[config.mk]
export PLATFORM = sky130hd
export DESIGN_NAME = sha256_hash_engine
export DESIGN_NICKNAME = d
export VERILOG_FILES = /design/src/rtl/sha_pkg.sv /design/src/rtl/sha_sched.sv /design/src/rtl/sha_round.sv /design/src/rtl/sha_ctrl.sv /design/src/rtl/sha256_hash_engine.sv
export SDC_FILE = /design/constraint.sdc
export NUM_CORES = 2
export LEC_CHECK = 0
export ABC_CLOCK_PERIOD_IN_PS = 21000
export BUFFER_PORTS_ARGS = -buffer_cell sky130_fd_sc_hd__buf_2
export CAP_MARGIN = 20
export CORE_MARGIN = 10
export CORE_UTILIZATION = 34
export CTS_CLUSTER_DIAMETER = 40
export CTS_CLUSTER_SIZE = 12
export DETAILED_ROUTE_END_ITERATION = 10
export PLACE_DENSITY = 0.48
export SLEW_MARGIN = 20
export SYNTH_ARGS = -nofsm -noshare
export SYNTH_HDL_FRONTEND = slang
export SYNTH_HIERARCHICAL = 1
export SYNTH_SLANG_ARGS = --single-unit
[constraint.sdc]
create_clock -name clk -period 21 [get_ports clk]
set_input_delay 4.2 -clock clk [delete_from_list [all_inputs] [get_ports clk]]
set_output_delay 4.2 -clock clk [all_outputs]
set_load 0.02 [all_outputs]
[src/rtl/sha_pkg.sv]
// Shared types, constants and helper functions for the SHA-256 hash engine.
// Used by sha_sched, sha_round, sha_ctrl and sha256_hash_engine; depends on nothing.
package sha_pkg;

    // Sequencer states.
    typedef enum logic [2:0] {
        ST_IDLE,
        ST_PAD,
        ST_LOAD,
        ST_ROUND,
        ST_ADD,
        ST_OUT
    } sha_state_t;

    // Control group from the sequencer to the datapath modules.
    typedef struct packed {
        logic       byte_we;
        logic       word_done;
        logic [7:0] byte_val;
        logic       load;
        logic       round_en;
        logic [5:0] round_idx;
        logic       chain_add;
        logic       chain_init;
        logic [2:0] out_idx;
    } sha_ctrl_t;

    localparam logic [7:0] PAD_MARK  = 8'h80;
    localparam logic [5:0] LEN_START = 6'd56;

    localparam logic [31:0] INIT_HASH [0:7] = '{
        32'h6a09e667, 32'hbb67ae85, 32'h3c6ef372, 32'ha54ff53a,
        32'h510e527f, 32'h9b05688c, 32'h1f83d9ab, 32'h5be0cd19
    };

    localparam logic [31:0] RK [0:63] = '{
        32'h428a2f98, 32'h71374491, 32'hb5c0fbcf, 32'he9b5dba5,
        32'h3956c25b, 32'h59f111f1, 32'h923f82a4, 32'hab1c5ed5,
        32'hd807aa98, 32'h12835b01, 32'h243185be, 32'h550c7dc3,
        32'h72be5d74, 32'h80deb1fe, 32'h9bdc06a7, 32'hc19bf174,
        32'he49b69c1, 32'hefbe4786, 32'h0fc19dc6, 32'h240ca1cc,
        32'h2de92c6f, 32'h4a7484aa, 32'h5cb0a9dc, 32'h76f988da,
        32'h983e5152, 32'ha831c66d, 32'hb00327c8, 32'hbf597fc7,
        32'hc6e00bf3, 32'hd5a79147, 32'h06ca6351, 32'h14292967,
        32'h27b70a85, 32'h2e1b2138, 32'h4d2c6dfc, 32'h53380d13,
        32'h650a7354, 32'h766a0abb, 32'h81c2c92e, 32'h92722c85,
        32'ha2bfe8a1, 32'ha81a664b, 32'hc24b8b70, 32'hc76c51a3,
        32'hd192e819, 32'hd6990624, 32'hf40e3585, 32'h106aa070,
        32'h19a4c116, 32'h1e376c08, 32'h2748774c, 32'h34b0bcb5,
        32'h391c0cb3, 32'h4ed8aa4a, 32'h5b9cca4f, 32'h682e6ff3,
        32'h748f82ee, 32'h78a5636f, 32'h84c87814, 32'h8cc70208,
        32'h90befffa, 32'ha4506ceb, 32'hbef9a3f7, 32'hc67178f2
    };

    // Rotate right by a constant amount.
    function automatic logic [31:0] rotr(input logic [31:0] x, input int unsigned n);
        return (x >> n) | (x << (32 - n));
    endfunction

    // Message schedule sigma functions.
    function automatic logic [31:0] ssig0(input logic [31:0] x);
        return rotr(x, 7) ^ rotr(x, 18) ^ (x >> 3);
    endfunction

    function automatic logic [31:0] ssig1(input logic [31:0] x);
        return rotr(x, 17) ^ rotr(x, 19) ^ (x >> 10);
    endfunction

    // Round sigma functions.
    function automatic logic [31:0] bsig0(input logic [31:0] x);
        return rotr(x, 2) ^ rotr(x, 13) ^ rotr(x, 22);
    endfunction

    function automatic logic [31:0] bsig1(input logic [31:0] x);
        return rotr(x, 6) ^ rotr(x, 11) ^ rotr(x, 25);
    endfunction

endpackage

[src/rtl/sha_sched.sv]
// Byte-to-word assembly and the sixteen-word message schedule shift line.
// Depends on sha_pkg for the control group and the sigma functions.
module sha_sched
    import sha_pkg::*;
(
    input  logic        clk,
    input  sha_ctrl_t   ctrl,
    output logic [31:0] w
);

    logic [23:0] acc_reg;
    logic [23:0] acc_next;
    logic [31:0] win_reg [0:15];
    logic [31:0] win_next [0:15];
    logic [31:0] sched;

    // New schedule word from the taps of the window.
    assign sched = ssig1(win_reg[14]) + win_reg[9] + ssig0(win_reg[1]) + win_reg[0];
    assign w     = (ctrl.round_idx < 6'd16) ? win_reg[0] : sched;

    // Next value of the byte accumulator and the window.
    always_comb
    begin
        acc_next = acc_reg;
        for (int i = 0; i < 16; i++)
        begin
            win_next[i] = win_reg[i];
        end
        if (ctrl.byte_we)
        begin
            acc_next = {acc_reg[15:0], ctrl.byte_val};
            if (ctrl.word_done)
            begin
                for (int i = 0; i < 15; i++)
                begin
                    win_next[i] = win_reg[i + 1];
                end
                win_next[15] = {acc_reg, ctrl.byte_val};
            end
        end
        else if (ctrl.round_en)
        begin
            for (int i = 0; i < 15; i++)
            begin
                win_next[i] = win_reg[i + 1];
            end
            win_next[15] = w;
        end
    end

    // Payload registers; they carry no reset.
    always_ff @(posedge clk)
    begin
        acc_reg <= acc_next;
        for (int i = 0; i < 16; i++)
        begin
            win_reg[i] <= win_next[i];
        end
    end

endmodule

[src/rtl/sha_round.sv]
// Shared SHA-256 round unit, working variables and the chaining hash.
// Depends on sha_pkg for the control group, constants and round functions.
module sha_round
    import sha_pkg::*;
(
    input  logic        clk,
    input  logic        rst_n,
    input  sha_ctrl_t   ctrl,
    input  logic [31:0] w,
    output logic [31:0] digest
);

    logic [31:0] work_reg [0:7];
    logic [31:0] work_next [0:7];
    logic [31:0] chain_reg [0:7];
    logic [31:0] chain_next [0:7];
    logic [31:0] t1;
    logic [31:0] t2;
    logic [31:0] ch;
    logic [31:0] mj;

    // One compression round on the working variables.
    assign ch = (work_reg[4] & work_reg[5]) ^ (~work_reg[4] & work_reg[6]);
    assign mj = (work_reg[0] & work_reg[1]) ^ (work_reg[0] & work_reg[2])
              ^ (work_reg[1] & work_reg[2]);
    assign t1 = work_reg[7] + bsig1(work_reg[4]) + ch + RK[ctrl.round_idx] + w;
    assign t2 = bsig0(work_reg[0]) + mj;

    assign digest = chain_reg[ctrl.out_idx];

    always_comb
    begin
        for (int i = 0; i < 8; i++)
        begin
            work_next[i]  = work_reg[i];
            chain_next[i] = chain_reg[i];
        end
        if (ctrl.load)
        begin
            for (int i = 0; i < 8; i++)
            begin
                work_next[i] = chain_reg[i];
            end
        end
        else if (ctrl.round_en)
        begin
            work_next[7] = work_reg[6];
            work_next[6] = work_reg[5];
            work_next[5] = work_reg[4];
            work_next[4] = work_reg[3] + t1;
            work_next[3] = work_reg[2];
            work_next[2] = work_reg[1];
            work_next[1] = work_reg[0];
            work_next[0] = t1 + t2;
        end
        // Fold the block result into the chain, or start a new message.
        if (ctrl.chain_add)
        begin
            for (int i = 0; i < 8; i++)
            begin
                chain_next[i] = chain_reg[i] + work_reg[i];
            end
        end
        else if (ctrl.chain_init)
        begin
            for (int i = 0; i < 8; i++)
            begin
                chain_next[i] = INIT_HASH[i];
            end
        end
    end

    // Working variables are payload and carry no reset.
    always_ff @(posedge clk)
    begin
        for (int i = 0; i < 8; i++)
        begin
            work_reg[i] <= work_next[i];
        end
    end

    // The chaining hash starts from the standard initial values.
    always_ff @(posedge clk or negedge rst_n)
    begin
        if (!rst_n)
        begin
            for (int i = 0; i < 8; i++)
            begin
                chain_reg[i] <= INIT_HASH[i];
            end
        end
        else
        begin
            for (int i = 0; i < 8; i++)
            begin
                chain_reg[i] <= chain_next[i];
            end
        end
    end

endmodule

[src/rtl/sha_ctrl.sv]
// Sequencer: byte intake, padding, round counting and digest output.
// Depends on sha_pkg for the state type, the control group and constants.
module sha_ctrl
    import sha_pkg::*;
(
    input  logic      clk,
    input  logic      rst_n,
    input  logic      in_valid,
    input  logic [7:0] in_byte,
    input  logic      in_present,
    input  logic      in_end,
    output logic      in_ready,
    output logic      out_valid,
    input  logic      out_ready,
    output logic      out_last,
    output sha_ctrl_t ctrl
);

    sha_state_t  state_reg, state_next;
    logic [5:0]  fill_reg, fill_next;
    logic [63:0] len_reg, len_next;
    logic [5:0]  rnd_reg, rnd_next;
    logic [2:0]  idx_reg, idx_next;
    logic        pad_reg, pad_next;
    logic        mark_reg, mark_next;
    logic        len_ok_reg, len_ok_next;
    logic        fin_reg, fin_next;
    logic        len_phase;
    logic [7:0]  len_byte;

    // Length bytes go out most significant first from position 56.
    assign len_phase = len_ok_reg && (fill_reg >= LEN_START);
    assign len_byte  = 8'(len_reg >> {~fill_reg[2:0], 3'b000});

    always_comb
    begin
        state_next  = state_reg;
        fill_next   = fill_reg;
        len_next    = len_reg;
        rnd_next    = rnd_reg;
        idx_next    = idx_reg;
        pad_next    = pad_reg;
        mark_next   = mark_reg;
        len_ok_next = len_ok_reg;
        fin_next    = fin_reg;

        in_ready  = 1'b0;
        out_valid = 1'b0;
        out_last  = 1'b0;

        ctrl            = '0;
        ctrl.word_done  = (fill_reg[1:0] == 2'd3);
        ctrl.round_idx  = rnd_reg;
        ctrl.out_idx    = idx_reg;

        case (state_reg)
            // Take one transaction; a byte goes straight into the block.
            ST_IDLE:
            begin
                in_ready = 1'b1;
                if (in_valid)
                begin
                    if (in_present)
                    begin
                        ctrl.byte_we  = 1'b1;
                        ctrl.byte_val = in_byte;
                        fill_next     = fill_reg + 6'd1;
                        len_next      = len_reg + 64'd8;
                    end
                    if (in_end)
                    begin
                        pad_next = 1'b1;
                    end
                    if (in_present && (fill_reg == 6'd63))
                    begin
                        state_next = ST_LOAD;
                    end
                    else if (in_end)
                    begin
                        state_next = ST_PAD;
                    end
                end
            end

            // One padding byte per cycle, paused while a full block is compressed: marker, zeros, then the length.
            ST_PAD:
            begin
                ctrl.byte_we = 1'b1;
                fill_next    = fill_reg + 6'd1;
                if (!mark_reg)
                begin
                    ctrl.byte_val = PAD_MARK;
                    mark_next     = 1'b1;
                    len_ok_next   = (fill_reg < LEN_START);
                end
                else if (len_phase)
                begin
                    ctrl.byte_val = len_byte;
                end
                else
                begin
                    ctrl.byte_val = 8'h00;
                end
                if (fill_reg == 6'd63)
                begin
                    fin_next   = mark_reg && len_phase;
                    state_next = ST_LOAD;
                end
            end

            ST_LOAD:
            begin
                ctrl.load  = 1'b1;
                rnd_next   = 6'd0;
                state_next = ST_ROUND;
            end

            ST_ROUND:
            begin
                ctrl.round_en = 1'b1;
                rnd_next      = rnd_reg + 6'd1;
                if (rnd_reg == 6'd63)
                begin
                    state_next = ST_ADD;
                end
            end

            // Fold the block in, then send the digest, go on padding or return to idle.
            ST_ADD:
            begin
                ctrl.chain_add = 1'b1;
                len_ok_next    = mark_reg;
                if (fin_reg)
                begin
                    idx_next   = 3'd0;
                    state_next = ST_OUT;
                end
                else if (pad_reg)
                begin
                    state_next = ST_PAD;
                end
                else
                begin
                    state_next = ST_IDLE;
                end
            end

            // Eight digest transactions, then re-initialise.
            ST_OUT:
            begin
                out_valid = 1'b1;
                out_last  = (idx_reg == 3'd7);
                if (out_ready)
                begin
                    idx_next = idx_reg + 3'd1;
                    if (idx_reg == 3'd7)
                    begin
                        ctrl.chain_init = 1'b1;
                        len_next        = 64'd0;
                        fill_next       = 6'd0;
                        pad_next        = 1'b0;
                        mark_next       = 1'b0;
                        len_ok_next     = 1'b0;
                        fin_next        = 1'b0;
                        state_next      = ST_IDLE;
                    end
                end
            end

            default:
            begin
                state_next = ST_IDLE;
            end
        endcase
    end

    always_ff @(posedge clk or negedge rst_n)
    begin
        if (!rst_n)
        begin
            state_reg  <= ST_IDLE;
            fill_reg   <= 6'd0;
            len_reg    <= 64'd0;
            rnd_reg    <= 6'd0;
            idx_reg    <= 3'd0;
            pad_reg    <= 1'b0;
            mark_reg   <= 1'b0;
            len_ok_reg <= 1'b0;
            fin_reg    <= 1'b0;
        end
        else
        begin
            state_reg  <= state_next;
            fill_reg   <= fill_next;
            len_reg    <= len_next;
            rnd_reg    <= rnd_next;
            idx_reg    <= idx_next;
            pad_reg    <= pad_next;
            mark_reg   <= mark_next;
            len_ok_reg <= len_ok_next;
            fin_reg    <= fin_next;
        end
    end

endmodule

[src/rtl/sha256_hash_engine.sv]
// SHA-256 hash engine over a byte stream.
//
// Input channel (s_axis): one transaction per message byte. tdata carries the
// byte, tuser says whether the byte is part of the message, and tlast marks
// the end of the message (an end marker without a byte hashes what came so far,
// so the empty message can be hashed).
// Output channel (m_axis): eight transactions per message, digest words H0 to
// H7 in tdata, the word index in tuser, tlast on the eighth word.
// Flow: a byte that does not complete a block is taken and the engine stays
// ready for the next. The 64th byte of a block starts a compression (load,
// 64 rounds of the single round unit, chain update). At the end of a message
// the padding is fed one byte a cycle through the same path, pausing while a
// full block is compressed, with one or two compressions before the first
// digest word appears. s_axis_tready is low throughout that work.
// Stalls: while m_axis_tready is low the current digest word is held and no
// new input is taken. After the eighth word the chain returns to the initial
// hash values and the length count to zero.
// Reset: asynchronous and active low; the engine comes up idle and ready,
// with the initial hash values loaded.
// Depends on sha_pkg, sha_ctrl, sha_sched and sha_round.
module sha256_hash_engine
    import sha_pkg::*;
(
    input  logic        clk,
    input  logic        rst_n,
    input  logic        s_axis_tvalid,
    output logic        s_axis_tready,
    input  logic [7:0]  s_axis_tdata,   // [7:0] data_byte
    input  logic [0:0]  s_axis_tuser,   // [0] byte_present
    input  logic        s_axis_tlast,
    output logic        m_axis_tvalid,
    input  logic        m_axis_tready,
    output logic [31:0] m_axis_tdata,   // [31:0] digest_word
    output logic [2:0]  m_axis_tuser,   // [2:0] word_index
    output logic        m_axis_tlast
);

    sha_ctrl_t   ctrl;
    logic [31:0] w;

    sha_ctrl u_ctrl (
        .clk        (clk),
        .rst_n      (rst_n),
        .in_valid   (s_axis_tvalid),
        .in_byte    (s_axis_tdata),
        .in_present (s_axis_tuser[0]),
        .in_end     (s_axis_tlast),
        .in_ready   (s_axis_tready),
        .out_valid  (m_axis_tvalid),
        .out_ready  (m_axis_tready),
        .out_last   (m_axis_tlast),
        .ctrl       (ctrl)
    );

    sha_sched u_sched (
        .clk   (clk),
        .ctrl  (ctrl),
        .w     (w)
    );

    sha_round u_round (
        .clk    (clk),
        .rst_n  (rst_n),
        .ctrl   (ctrl),
        .w      (w),
        .digest (m_axis_tdata)
    );

    assign m_axis_tuser = ctrl.out_idx;

endmodule
==> metrics.txt <==
status completed; setup violators final 0; first-pass GRT wire length between 300 and 400 mm; fin cells 9767; Yosys warnings 6; DPL Wire Length 175.4 mm; CTS tree done; Vias 52890; largest net degree at the start of global routing 147; Netlist cell types 99; CTS Buf Count between 200 and 250; hold violation count in the final report 0; Fmax 86.93 MHz; Hold Crit Class reg -> reg; final worst slack around 9.5 ns; mean area per synthesized cell 10.86 um2; Post-Route WL 239.4 mm; core area roughly 210000 um2; hold wc startpoint u_sched/win_reg[1][88]; Clock Sinks 1131; post-cts repair resize count 0; CP Capture Type register; clock latency on the worst-skew pair 0.88 ns; RePlAce Congestion 0.9097; Post-Syn Nets around 7300; Reg2Reg Launch Point u_sched/win_reg[0][40]; CP startpoint u_sched/win_reg[0][40]; async set-reset flop share out of synthesis 29.97%; # DRC 0; synthesized flop and latch total 1131; DRT Pass-1 Iters 6; post-synthesis sequential area ratio 44.87%; clock root cell clkbuf_16; Die Wd 481.1 um; aggregate global-route resource usage 20.19%; Crit path required time 21.58 ns; WL/cell ~25 um; commonest non-fill, non-tap cell in the layout edfxtp_1; Max-Cap Viols 0; TNS Setup 0 ns; vias in the first global route 52850; 1st-iter DRT viols approximately 4300; Area growth syn-to-layout 16.35%; port bufs 51; Worst Tran Pin Value 1.163 ns; # nets final 7338; Max Slew Vio Count 0; # hold bufs at CTS 0; Initial Utilization between 30% and 40%; ANT nets after route 0; post-layout min period 11.50 ns; clk_skew 0.09370 ns; Worst Setup Start Kind register; vias per cell 5.415; slowest CP cell fa_1; postcts setup bufs 0; htree depth 4; final worst-path cycle share 54.78%; crit path max fanout 5; DP Cell Count 9316; most frequent cells in the layout edfxtp_1 (792), a21oi_1 (528), nand2_1 (482); Post-Synthesis Cells 6656; CP arrival 12.09 ns; Fill cells 20440; post-synthesis cell area 72290 um2; Synth Flop Type edfxtp_1; worst stage delay on the critical path 0.53 ns; antenna violations before repair 8; max reg flops a little over 500; CTS Buffer Depth 3; Std-Cell Rows 169; Crit Path Category reg -> reg; remaining global-route overflow 0; Max-slew headroom 22.49%; EDFF count, synth 792; die area between 200000 and 250000 um2; post-placement setup slack 9.661 ns; layout cells sized above 1 between 15 and 20%; io pins 52; Reg clk slew, reported paths 0.06 ns; Die H just under 500 um; RSZ-0062 raised after global routing false; most used cell, CP inv_1
-- stage by stage --
step	util, %	instance area, um2	hold slack, ns
after global placement	35.73	75710	0.4005
after global routing	39.70	84110	0.3728
after floorplan	-	72290	0.4003
after detailed placement	35.73	75710	0.4045
after CTS	39.70	84100	0.3663
final	39.70	84110	0.3625
-- synth_stat cells, types with 136 or more instances --
cell type | instances | area [um2]
xor2_1 | 227 | 1988
mux2_2 | 264 | 2973
clkbuf_1 | 243 | 912.1
edfxtp_1 | 792 | 23780
inv_1 | 475 | 1783
nand2_1 | 482 | 1809
o21ai_0 | 433 | 2167
xnor2_1 | 373 | 3267
nor2_1 | 377 | 1415
dfrtp_1 | 203 | 5080
ha_1 | 396 | 4955
fa_1 | 195 | 3904
a21o_1 | 194 | 1456
a21oi_1 | 528 | 2643
dfstp_2 | 136 | 3573
-- critical path: cells and delay by family, from the launching register on --
| family | cells | cell delay (ns) |
|---|---|---|
| adders and majority gates | 10 | 4.06 |
| DFF | 1 | 0.48 |
| buffers and inverters | 9 | 0.55 |
| muxes | 1 | 0.21 |
| and+or+nand+nor | 7 | 1.44 |
| xor gates and xnor gates | 5 | 1.18 |
| AOI/OAI and AO/OA | 14 | 3.29 |
-- final timing paths --
check | end | slack, ns | cells past startpoint
max | u_round/work_reg[0][30] | 9.50 | 46
min | u_sched/win_reg[1][56] | 0.36 | 0
max reg2reg | u_round/work_reg[0][30] | 9.50 | 46
min reg2reg | u_sched/win_reg[1][56] | 0.36 | 0
max in group asynchronous | u_round/chain_reg[252] | 15.59 | 3
min in group asynchronous | u_ctrl/len_reg[55] | 3.35 | 1
-- layout make-up --
type / instances / area, um2 / area share (%)
clock buffer: 289 / 6410 / 7.621
inverter: 480 / 1807 / 2.148
timing repair buffer: 131 / 928.4 / 1.104
sequential: 1131 / 32450 / 38.58
tap: 2821 / 3530 / 4.197
multi-input combinational: 4753 / 36990 / 43.98
antenna: 1 / 2.502 / 0.002975
clock inverter: 161 / 1989 / 2.365
-- layer usage --
metal / vias up / GRT usage (%) / share of wire [%] / wire [um]
met4: 4 / 7.947 / 4.2 / 9998
met5: - / 0 / 0.011 / 27
met3: 402 / 2.854 / 4.7 / 11310
met1: 26550 / 27.19 / 44 / 106300
li1: 24440 / - / - / -
met2: 1491 / 32.76 / 47 / 111800
-- logic make-up (layout without fill, tap and decap cells) --
family / count (synthesis) / after routing / share of synthesized area, %
xor gates and xnor gates: 600 / 600 / 7.270
muxes: 389 / 389 / 7.263
AOI/OAI and AO/OA: 1715 / 1715 / 14.82
other: 0 / 1 / 0
adders and majority gates: 595 / 595 / 12.31
and+or+nand+nor: 1454 / 1454 / 9.432
buffers and inverters: 772 / 1061 / 4.038
DFF: 1131 / 1131 / 44.87
Power is not shown: default switching activity piles up to over one toggle a cycle in this logic, so the estimate is an artifact.
